<file path="src/sv/hdamx_pkg.sv">
// Shared types and constants for the HID descriptor axis maximum extractor.
package hdamx_pkg;

   localparam int unsigned BYTE_W  = 8;
   localparam int unsigned VALUE_W = 32;
   localparam int unsigned CSR_W   = 16;
   localparam int unsigned RSP_W   = 72;

   typedef enum logic [1:0] {
      CSR_TARGET_REPORT = 2'd0,
      CSR_TARGET_PAGE   = 2'd1,
      CSR_USAGE_FOR_X   = 2'd2,
      CSR_USAGE_FOR_Y   = 2'd3
   } csr_index_type;

   typedef enum logic [1:0] {
      ITEM_MAIN     = 2'd0,
      ITEM_GLOBAL   = 2'd1,
      ITEM_LOCAL    = 2'd2,
      ITEM_RESERVED = 2'd3
   } item_kind_type;

   localparam logic [1:0] SIZE_CODE_FOUR = 2'd3;
   localparam logic [2:0] SIZE_FOUR      = 3'd4;
   localparam logic [2:0] SIZE_ONE       = 3'd1;
   localparam logic [2:0] SIZE_TWO       = 3'd2;

   localparam logic [3:0] TAG_USAGE_PAGE = 4'h0;
   localparam logic [3:0] TAG_LOGICAL_MAX = 4'h2;
   localparam logic [3:0] TAG_REPORT_ID  = 4'h8;
   localparam logic [3:0] TAG_USAGE      = 4'h0;

   localparam logic [7:0]  RESET_TARGET_REPORT = 8'h04;
   localparam logic [15:0] RESET_TARGET_PAGE   = 16'h0001;
   localparam logic [7:0]  RESET_USAGE_FOR_X   = 8'h30;
   localparam logic [7:0]  RESET_USAGE_FOR_Y   = 8'h31;

   typedef struct packed {
      logic         status;
      logic         y_found;
      logic         x_found;
      logic [31:0]  y_maximum;
      logic [31:0]  x_maximum;
   } result_type;

endpackage

</file>
<file path="src/sv/hid_descriptor_axis_max_extract.sv">
// HID report descriptor parser that extracts the X and Y logical maximum values.
//
// Descriptor bytes arrive one per transfer on req_ (tlast marks the final byte) and
// are decoded as short items in a single pass: one byte per clock cycle unless
// stalled, with the item decode, data shift-in and global/local update done between
// the byte input and the state registers. A result transfer appears on rsp_ from an
// output register the cycle after the byte that completes both axes, or after the
// last byte; req_tready is high whenever that register is empty or being drained.
// Bytes following an early result are consumed silently until tlast, which clears
// the parse state for the next descriptor. csr_ writes set the target report ID,
// usage page and axis usage codes and must only be made while idle (not enforced).
module hid_descriptor_axis_max_extract (
   input  logic        clock,
   input  logic        reset,
   input  logic        req_tvalid,
   output logic        req_tready,
   input  logic [7:0]  req_tdata,   // [7:0] descriptor_byte
   input  logic        req_tlast,
   output logic        rsp_tvalid,
   input  logic        rsp_tready,
   output logic [71:0] rsp_tdata,   // [31:0] x_maximum, [63:32] y_maximum, [64] x_found,
                                    // [65] y_found, [66] status, [71:67] zero
   input  logic        csr_we,
   input  logic [1:0]  csr_addr,
   input  logic [15:0] csr_wdata
);

   logic [7:0]  target_report_ff;
   logic [15:0] target_page_ff;
   logic [7:0]  usage_for_x_ff;
   logic [7:0]  usage_for_y_ff;

   logic        in_item_ff, in_item_in;
   logic [2:0]  item_size_ff, item_size_in;
   logic [1:0]  item_type_ff, item_type_in;
   logic [3:0]  item_tag_ff, item_tag_in;
   logic [2:0]  bytes_taken_ff, bytes_taken_in;
   logic [31:0] data_accum_ff, data_accum_in;
   logic [31:0] page_ff, page_in;
   logic [31:0] report_ff, report_in;
   logic [31:0] logical_max_ff, logical_max_in;
   logic        x_seen_ff, x_seen_in;
   logic        y_seen_ff, y_seen_in;
   logic [31:0] x_value_ff, x_value_in;
   logic [31:0] y_value_ff, y_value_in;
   logic        result_sent_ff, result_sent_in;

   logic        rsp_valid_ff, rsp_valid_in;
   hdamx_pkg::result_type rsp_data_ff, rsp_data_in;

   logic        accept;
   logic        emit;
   logic        item_done;
   logic [2:0]  bytes_next;
   logic [31:0] data_new;
   logic [31:0] data_ext;
   logic [2:0]  size_code;
   logic        usage_hit;

   assign req_tready = !rsp_valid_ff || rsp_tready;
   assign accept     = req_tvalid && req_tready;
   assign rsp_tvalid = rsp_valid_ff;
   assign rsp_tdata  = {5'd0, rsp_data_ff};

   always_comb begin
      in_item_in     = in_item_ff;
      item_size_in   = item_size_ff;
      item_type_in   = item_type_ff;
      item_tag_in    = item_tag_ff;
      bytes_taken_in = bytes_taken_ff;
      data_accum_in  = data_accum_ff;
      page_in        = page_ff;
      report_in      = report_ff;
      logical_max_in = logical_max_ff;
      x_seen_in      = x_seen_ff;
      y_seen_in      = y_seen_ff;
      x_value_in     = x_value_ff;
      y_value_in     = y_value_ff;
      result_sent_in = result_sent_ff;
      emit           = 1'b0;
      item_done      = 1'b0;
      bytes_next     = 3'd0;
      data_new       = 32'd0;
      data_ext       = 32'd0;
      size_code      = 3'd0;
      usage_hit      = 1'b0;

      if (!in_item_ff) begin
         size_code = (req_tdata[1:0] == hdamx_pkg::SIZE_CODE_FOUR) ?
                     hdamx_pkg::SIZE_FOUR : {1'b0, req_tdata[1:0]};
         item_size_in   = size_code;
         item_type_in   = req_tdata[3:2];
         item_tag_in    = req_tdata[7:4];
         bytes_next     = 3'd0;
         data_new       = 32'd0;
         item_done      = (size_code == 3'd0);
         in_item_in     = (size_code != 3'd0);
      end else begin
         data_new   = data_accum_ff | ({24'd0, req_tdata} << {bytes_taken_ff[1:0], 3'b000});
         bytes_next = bytes_taken_ff + 3'd1;
         item_done  = (bytes_next >= item_size_ff);
      end
      bytes_taken_in = bytes_next;
      data_accum_in  = data_new;

      case (item_size_in)
         hdamx_pkg::SIZE_ONE: data_ext = {{24{data_new[7]}}, data_new[7:0]};
         hdamx_pkg::SIZE_TWO: data_ext = {{16{data_new[15]}}, data_new[15:0]};
         default:             data_ext = data_new;
      endcase

      if (item_done || req_tlast) begin
         if (item_type_in == hdamx_pkg::ITEM_GLOBAL) begin
            case (item_tag_in)
               hdamx_pkg::TAG_USAGE_PAGE:  page_in        = data_new;
               hdamx_pkg::TAG_LOGICAL_MAX: logical_max_in = data_ext;
               hdamx_pkg::TAG_REPORT_ID:   report_in      = data_new;
               default: ;
            endcase
         end else if (item_type_in == hdamx_pkg::ITEM_LOCAL &&
                      item_tag_in == hdamx_pkg::TAG_USAGE) begin
            usage_hit = (report_ff == {24'd0, target_report_ff}) &&
                        (page_ff == {16'd0, target_page_ff});
            if (usage_hit) begin
               if (data_new == {24'd0, usage_for_x_ff} && !x_seen_ff) begin
                  x_value_in = logical_max_ff;
                  x_seen_in  = 1'b1;
               end else if (data_new == {24'd0, usage_for_y_ff} && !y_seen_ff) begin
                  y_value_in = logical_max_ff;
                  y_seen_in  = 1'b1;
               end
            end
         end
         in_item_in     = 1'b0;
         bytes_taken_in = 3'd0;
         data_accum_in  = 32'd0;
      end

      if (req_tlast) begin
         emit = 1'b1;
      end else if (x_seen_in && y_seen_in) begin
         emit           = 1'b1;
         result_sent_in = 1'b1;
      end

      rsp_data_in.x_maximum = x_value_in;
      rsp_data_in.y_maximum = y_value_in;
      rsp_data_in.x_found   = x_seen_in;
      rsp_data_in.y_found   = y_seen_in;
      rsp_data_in.status    = !(x_seen_in && y_seen_in);

      if (result_sent_ff) begin
         emit           = 1'b0;
         in_item_in     = in_item_ff;
         item_size_in   = item_size_ff;
         item_type_in   = item_type_ff;
         item_tag_in    = item_tag_ff;
         bytes_taken_in = bytes_taken_ff;
         data_accum_in  = data_accum_ff;
         page_in        = page_ff;
         report_in      = report_ff;
         logical_max_in = logical_max_ff;
         x_seen_in      = x_seen_ff;
         y_seen_in      = y_seen_ff;
         x_value_in     = x_value_ff;
         y_value_in     = y_value_ff;
      end

      if (req_tlast) begin
         in_item_in     = 1'b0;
         item_size_in   = 3'd0;
         item_type_in   = 2'd0;
         item_tag_in    = 4'd0;
         bytes_taken_in = 3'd0;
         data_accum_in  = 32'd0;
         page_in        = 32'd0;
         report_in      = 32'd0;
         logical_max_in = 32'd0;
         x_seen_in      = 1'b0;
         y_seen_in      = 1'b0;
         x_value_in     = 32'd0;
         y_value_in     = 32'd0;
         result_sent_in = 1'b0;
      end

      rsp_valid_in = rsp_valid_ff && !rsp_tready;
      if (accept && emit) begin
         rsp_valid_in = 1'b1;
      end
   end

   always_ff @(posedge clock) begin
      if (reset) begin
         target_report_ff <= hdamx_pkg::RESET_TARGET_REPORT;
         target_page_ff   <= hdamx_pkg::RESET_TARGET_PAGE;
         usage_for_x_ff   <= hdamx_pkg::RESET_USAGE_FOR_X;
         usage_for_y_ff   <= hdamx_pkg::RESET_USAGE_FOR_Y;
      end else if (csr_we) begin
         case (hdamx_pkg::csr_index_type'(csr_addr))
            hdamx_pkg::CSR_TARGET_REPORT: target_report_ff <= csr_wdata[7:0];
            hdamx_pkg::CSR_TARGET_PAGE:   target_page_ff   <= csr_wdata;
            hdamx_pkg::CSR_USAGE_FOR_X:   usage_for_x_ff   <= csr_wdata[7:0];
            hdamx_pkg::CSR_USAGE_FOR_Y:   usage_for_y_ff   <= csr_wdata[7:0];
            default: ;
         endcase
      end
   end

   always_ff @(posedge clock) begin
      if (reset) begin
         in_item_ff     <= 1'b0;
         item_size_ff   <= 3'd0;
         item_type_ff   <= 2'd0;
         item_tag_ff    <= 4'd0;
         bytes_taken_ff <= 3'd0;
         data_accum_ff  <= 32'd0;
         page_ff        <= 32'd0;
         report_ff      <= 32'd0;
         logical_max_ff <= 32'd0;
         x_seen_ff      <= 1'b0;
         y_seen_ff      <= 1'b0;
         x_value_ff     <= 32'd0;
         y_value_ff     <= 32'd0;
         result_sent_ff <= 1'b0;
         rsp_valid_ff   <= 1'b0;
      end else begin
         rsp_valid_ff <= rsp_valid_in;
         if (accept) begin
            in_item_ff     <= in_item_in;
            item_size_ff   <= item_size_in;
            item_type_ff   <= item_type_in;
            item_tag_ff    <= item_tag_in;
            bytes_taken_ff <= bytes_taken_in;
            data_accum_ff  <= data_accum_in;
            page_ff        <= page_in;
            report_ff      <= report_in;
            logical_max_ff <= logical_max_in;
            x_seen_ff      <= x_seen_in;
            y_seen_ff      <= y_seen_in;
            x_value_ff     <= x_value_in;
            y_value_ff     <= y_value_in;
            result_sent_ff <= result_sent_in;
         end
      end
   end

   always_ff @(posedge clock) begin
      if (accept && emit) begin
         rsp_data_ff <= rsp_data_in;
      end
   end

   a_sent_needs_both: assert property (@(posedge clock) disable iff (reset)
      result_sent_ff |-> (x_seen_ff && y_seen_ff))
      else $error("early result flag set without both axes");

   a_status_matches: assert property (@(posedge clock) disable iff (reset)
      rsp_valid_ff |-> (rsp_data_ff.status == !(rsp_data_ff.x_found && rsp_data_ff.y_found)))
      else $error("status disagrees with found flags");

   a_item_count: assert property (@(posedge clock) disable iff (reset)
      in_item_ff |-> (bytes_taken_ff < item_size_ff))
      else $error("data byte count overran item size");

   a_header_clean: assert property (@(posedge clock) disable iff (reset)
      !in_item_ff |-> (bytes_taken_ff == 3'd0 && data_accum_ff == 32'd0))
      else $error("accumulator not cleared between items");

   a_missing_zero: assert property (@(posedge clock) disable iff (reset)
      (rsp_valid_ff && !rsp_data_ff.x_found) |-> (rsp_data_ff.x_maximum == 32'd0))
      else $error("x maximum nonzero without x found");

endmodule

</file>
<file path="config.mk">
export PLATFORM = sky130hd
export DESIGN_NAME = hid_descriptor_axis_max_extract
export DESIGN_NICKNAME = d
export VERILOG_FILES = /design/src/sv/hdamx_pkg.sv /design/src/sv/hid_descriptor_axis_max_extract.sv
export SDC_FILE = /design/constraint.sdc
export NUM_CORES = 1
export LEC_CHECK = 0
export ABC_AREA = 0
export BUFFER_PORTS_ARGS = -buffer_cell sky130_fd_sc_hd__buf_2
export CAP_MARGIN = 30
export CORE_MARGIN = 8
export CORE_UTILIZATION = 53
export CTS_CLUSTER_DIAMETER = 200
export CTS_CLUSTER_SIZE = 8
export DETAILED_ROUTE_END_ITERATION = 12
export PLACE_DENSITY = 0.76
export SYNTH_ARGS = -nofsm -noshare
export SYNTH_HDL_FRONTEND = slang
export SYNTH_SLANG_ARGS = --single-unit
</file>
<file path="constraint.sdc">
create_clock -name clock -period 5.9 [get_ports clock]
set_input_delay 0.295 -clock clock [delete_from_list [all_inputs] [get_ports clock]]
set_output_delay 0.295 -clock clock [all_outputs]
set_load 0.05 [all_outputs]
</file>
==> impl_metrics.py <==
metrics = {
    "sta": {
        "finClkSkew_ns": 0.0159,
        "setup_violations": 0,
        "fmax_mhz": 217,
        "timing.slew.headroom_pct": 31.0,
        "slew_viol_final": 0,
        "fin_crit_sh_pct": 78.0,
        "min_period_ns": 4.60,
        "hold_viol_final": 0,
        "tns_ns": 0,
        "hold_slack_ns": 0.0134,
        "setup_ws_ns": 1.30,
        "rsz0062_at_grt": "false",
        "worst_slew_pin_slew_ns": 1.03,
    },
    "global_routing": {
        "overflow": 0,
        "grt_pass1_wl_microns": 53400,
        "grt_pass1_vias": 10162,
        "grt_util_all_layers_pct": 20.9,
        "use_met3_pct": 4.66,
        "use_met2_pct": 33.3,
        "grt.busiest_layer": "met2",
        "use_met1_pct": 27.8,
        "antenna_found_initial": 2,
        "grt_max_degree": 98,
    },
    "synth": {
        "synth.distinct_cells": 64,
        "synth_most_common_cell": "dfxtp_1",
        "synth_area_per_cell_sq_um": 9.81,
        "synth_ff_type": "dfxtp_1",
        "async_flop_share_pct": 0,
        "synth-seq-cells": 316,
        "synthTopCellsByArea": "dfxtp_1 (37%), edfxtp_1 (15%), mux2i_1 (5.4%), nor2_1 (4.9%), mux2_2 (4.6%)",
        "ys_warn_count": 0,
        "synth_commonest_cells": "dfxtp_1 (249), nor2_1 (177), nand2_1 (128)",
        "synth-edff-count": 67,
        "postSynthCellCount": 1373,
        "synth_area_sq_um": 13500,
        "ys_seq_area_share_pct": 52.0,
        "synth_top_area_cell": "dfxtp_1",
        "synth_top_cell_area_share_pct": 37.0,
    },
    "layout": {
        "finish.utilization_pct": 61.2,
        "multi_input_area_sq_um": 5870,
        "antenna_cells": 0,
        "seq_area_sq_um": 7000,
        "fillers": 2057,
        "final_layout_size_suffix_gt1_share_pct": 15.8,
        "final_nets": 1477,
        "area.growth.synth_to_final_pct": 13.8,
    },
    "clock_network": {
        "cts_setup_buffers": 0,
        "cts_root_buf": "clkbuf_16",
        "cts.repair.resized": 0,
        "cts_made_buffers": 45,
        "cts_tree": "built",
        "clk_latency_ns": 0.52,
        "ctsLongestPathBuffers": 3,
        "cts_num_sinks": 316,
        "path_clk_slew_ns": 0.05,
        "htreeDepth": 2,
    },
    "route": {
        "vias_per_cell": 5.85,
        "dr_total_vias": 10472,
        "initialDrtViolationCount": 1007,
        "wl_microns": 33200,
        "dr.pass1.iters": 5,
        "wire_per_inst_microns": 18.5,
        "ant_nets": 0,
        "drc": 0,
    },
    "pwr": {
        "vdd_drop_max_mv": 0.222,
        "pwr_density_cell_nw_per_um2": 319,
        "total_power_mw": 4.88,
        "p_leak_nw": 5.92,
    },
    "run": {
        "drv_cap": 0,
    },
    "worst_setup_path": {
        "timing.rr.end": "rsp_tdata[30]",
        "crit_type": "reg -> reg",
        "crit_path_max_fanout": 66,
        "r2r_setup_slack_ns": 1.30,
        "rr_worst_depth": 10,
        "crit_arrival_ns": 4.74,
        "reg2reg_from": "bytes_taken_ff[0]",
        "endpoint_kind": "register",
        "crit_required_ns": 6.04,
        "crit_path_start_kind": "register",
    },
    "floorplan": {
        "rows": 58,
        "num_io_pins": 106,
        "die_y_microns": 175,
        "fp.dieW_microns": 175,
        "initial_utilization_pct": 53.8,
        "die_area_sq_um": 30800,
        "core_area_sq_um": 25000,
    },
    "hold_path": {
        "worstHoldStart": "csr_wdata[10]",
        "hold_path.class": "in -> reg",
        "holdPathStages": 3,
        "worstHoldEndpoint": "target_page_ff[10]",
    },
    "place": {
        "port_buffers": 100,
        "dp_hpwl_microns": 21800,
        "place.gp.congestion": 0.917,
        "dp_slack_ns": 1.36,
    },
    "run_status": {
        "outcome": "complete, no violations",
    },
}
area by class of cell:
| cell class | count | area share (%) |
|---|---|---|
| clock buffers | 65 | 7.98 |
| clock inverters | 2 | 0.302 |
| inverters | 31 | 0.759 |
| multi-input cells | 928 | 38.3 |
| flip-flops and latches | 316 | 45.7 |
| well taps | 330 | 2.69 |
| repair buffers | 119 | 4.28 |
worst max-delay path, cell delays in order, from the launching register on:
cell and delay (ns):
dfxtp_1 0.96, ha_1 0.39, ha_1 0.28, a21o_1 0.11
a21o_1 0.14, a211o_1 0.78, nand4_2 0.28, nand2_1 0.16
o2bb2ai_1 0.21, o21a_2 0.19, buf_4 0.66
stage by stage:
| stage | instance area, sq um | instances |
|---|---|---|
| global placement | 14000 | 1720 |
| finish | 15300 | 1791 |
| floorplan | 13500 | 1377 |
| CTS | 15300 | 1791 |
| global route | 15300 | 1791 |
| detailed placement | 14000 | 1720 |
what timing repair did:
| item | CTS | global route |
|---|---|---|
| endpoints found under the setup margin | 0 | 0 |
| hold buffers | 4 | 0 |
| hold endpoints to repair | 4 | 0 |
sequential cells by signal, summed over array words and instances (netlist names), 16 cells and up:
register        cells
data_accum_ff      32
x_value_ff         32
report_ff          32
rsp_tdata          67
page_ff            32
logical_max_ff     32
target_page_ff     16
y_value_ff         32
placed cells by master, fill, tap and decap left out, drive strengths merged, types with 10 or more instances in the layout:
cell type	n
a21o	13
a21oi	109
a22o	66
and3	10
buf	115
clkbuf	65
dfxtp	249
edfxtp	67
inv	31
mux2	64
mux2i	73
nand2	128
nand3	10
nand4	28
nor2	178
nor3	42
nor4	31
o21ai	37
xnor2	25
routing by layer:
metal | vias up | part of all wire [%]
li1 | 5015 | -
met4 | 4 | 2.6
met5 | - | 0.072
met1 | 4993 | 44
met2 | 379 | 46
met3 | 81 | 7.4
report_power, final:
| group | internal [mW] | switching, mW | leakage (nW) |
|---|---|---|---|
| clock | 1.45 | 0.874 | 0.610 |
| combinational | 0.0724 | 0.223 | 2.65 |
| sequential | 2.24 | 0.0204 | 2.66 |
worst max-delay path by stage:
stage | end | cells after the start | start
floorplan | rsp_tdata[0] | 9 | bytes_taken_ff[0]
global placement | rsp_tdata[26] | 10 | bytes_taken_ff[0]
detailed placement | rsp_tdata[29] | 10 | bytes_taken_ff[0]
CTS | rsp_tdata[55] | 10 | bytes_taken_ff[0]
global route | rsp_tdata[23] | 10 | bytes_taken_ff[0]
finish | rsp_tdata[30] | 10 | bytes_taken_ff[0]
cells by family after synthesis:
family,Yosys count,share of synthesized area (%)
AND/OR/NAND/NOR,480,16.7
flip-flops,316,52.0
AO/OA/AOI/OAI,269,13.3
multiplexers,137,10.8
buffers and inverters,133,4.71
XOR/XNOR,33,2.15
adder cells (fa/ha/maj),4,0.372
other,1,0.0279
No activity file was read; power rests on OpenSTA's default activity.
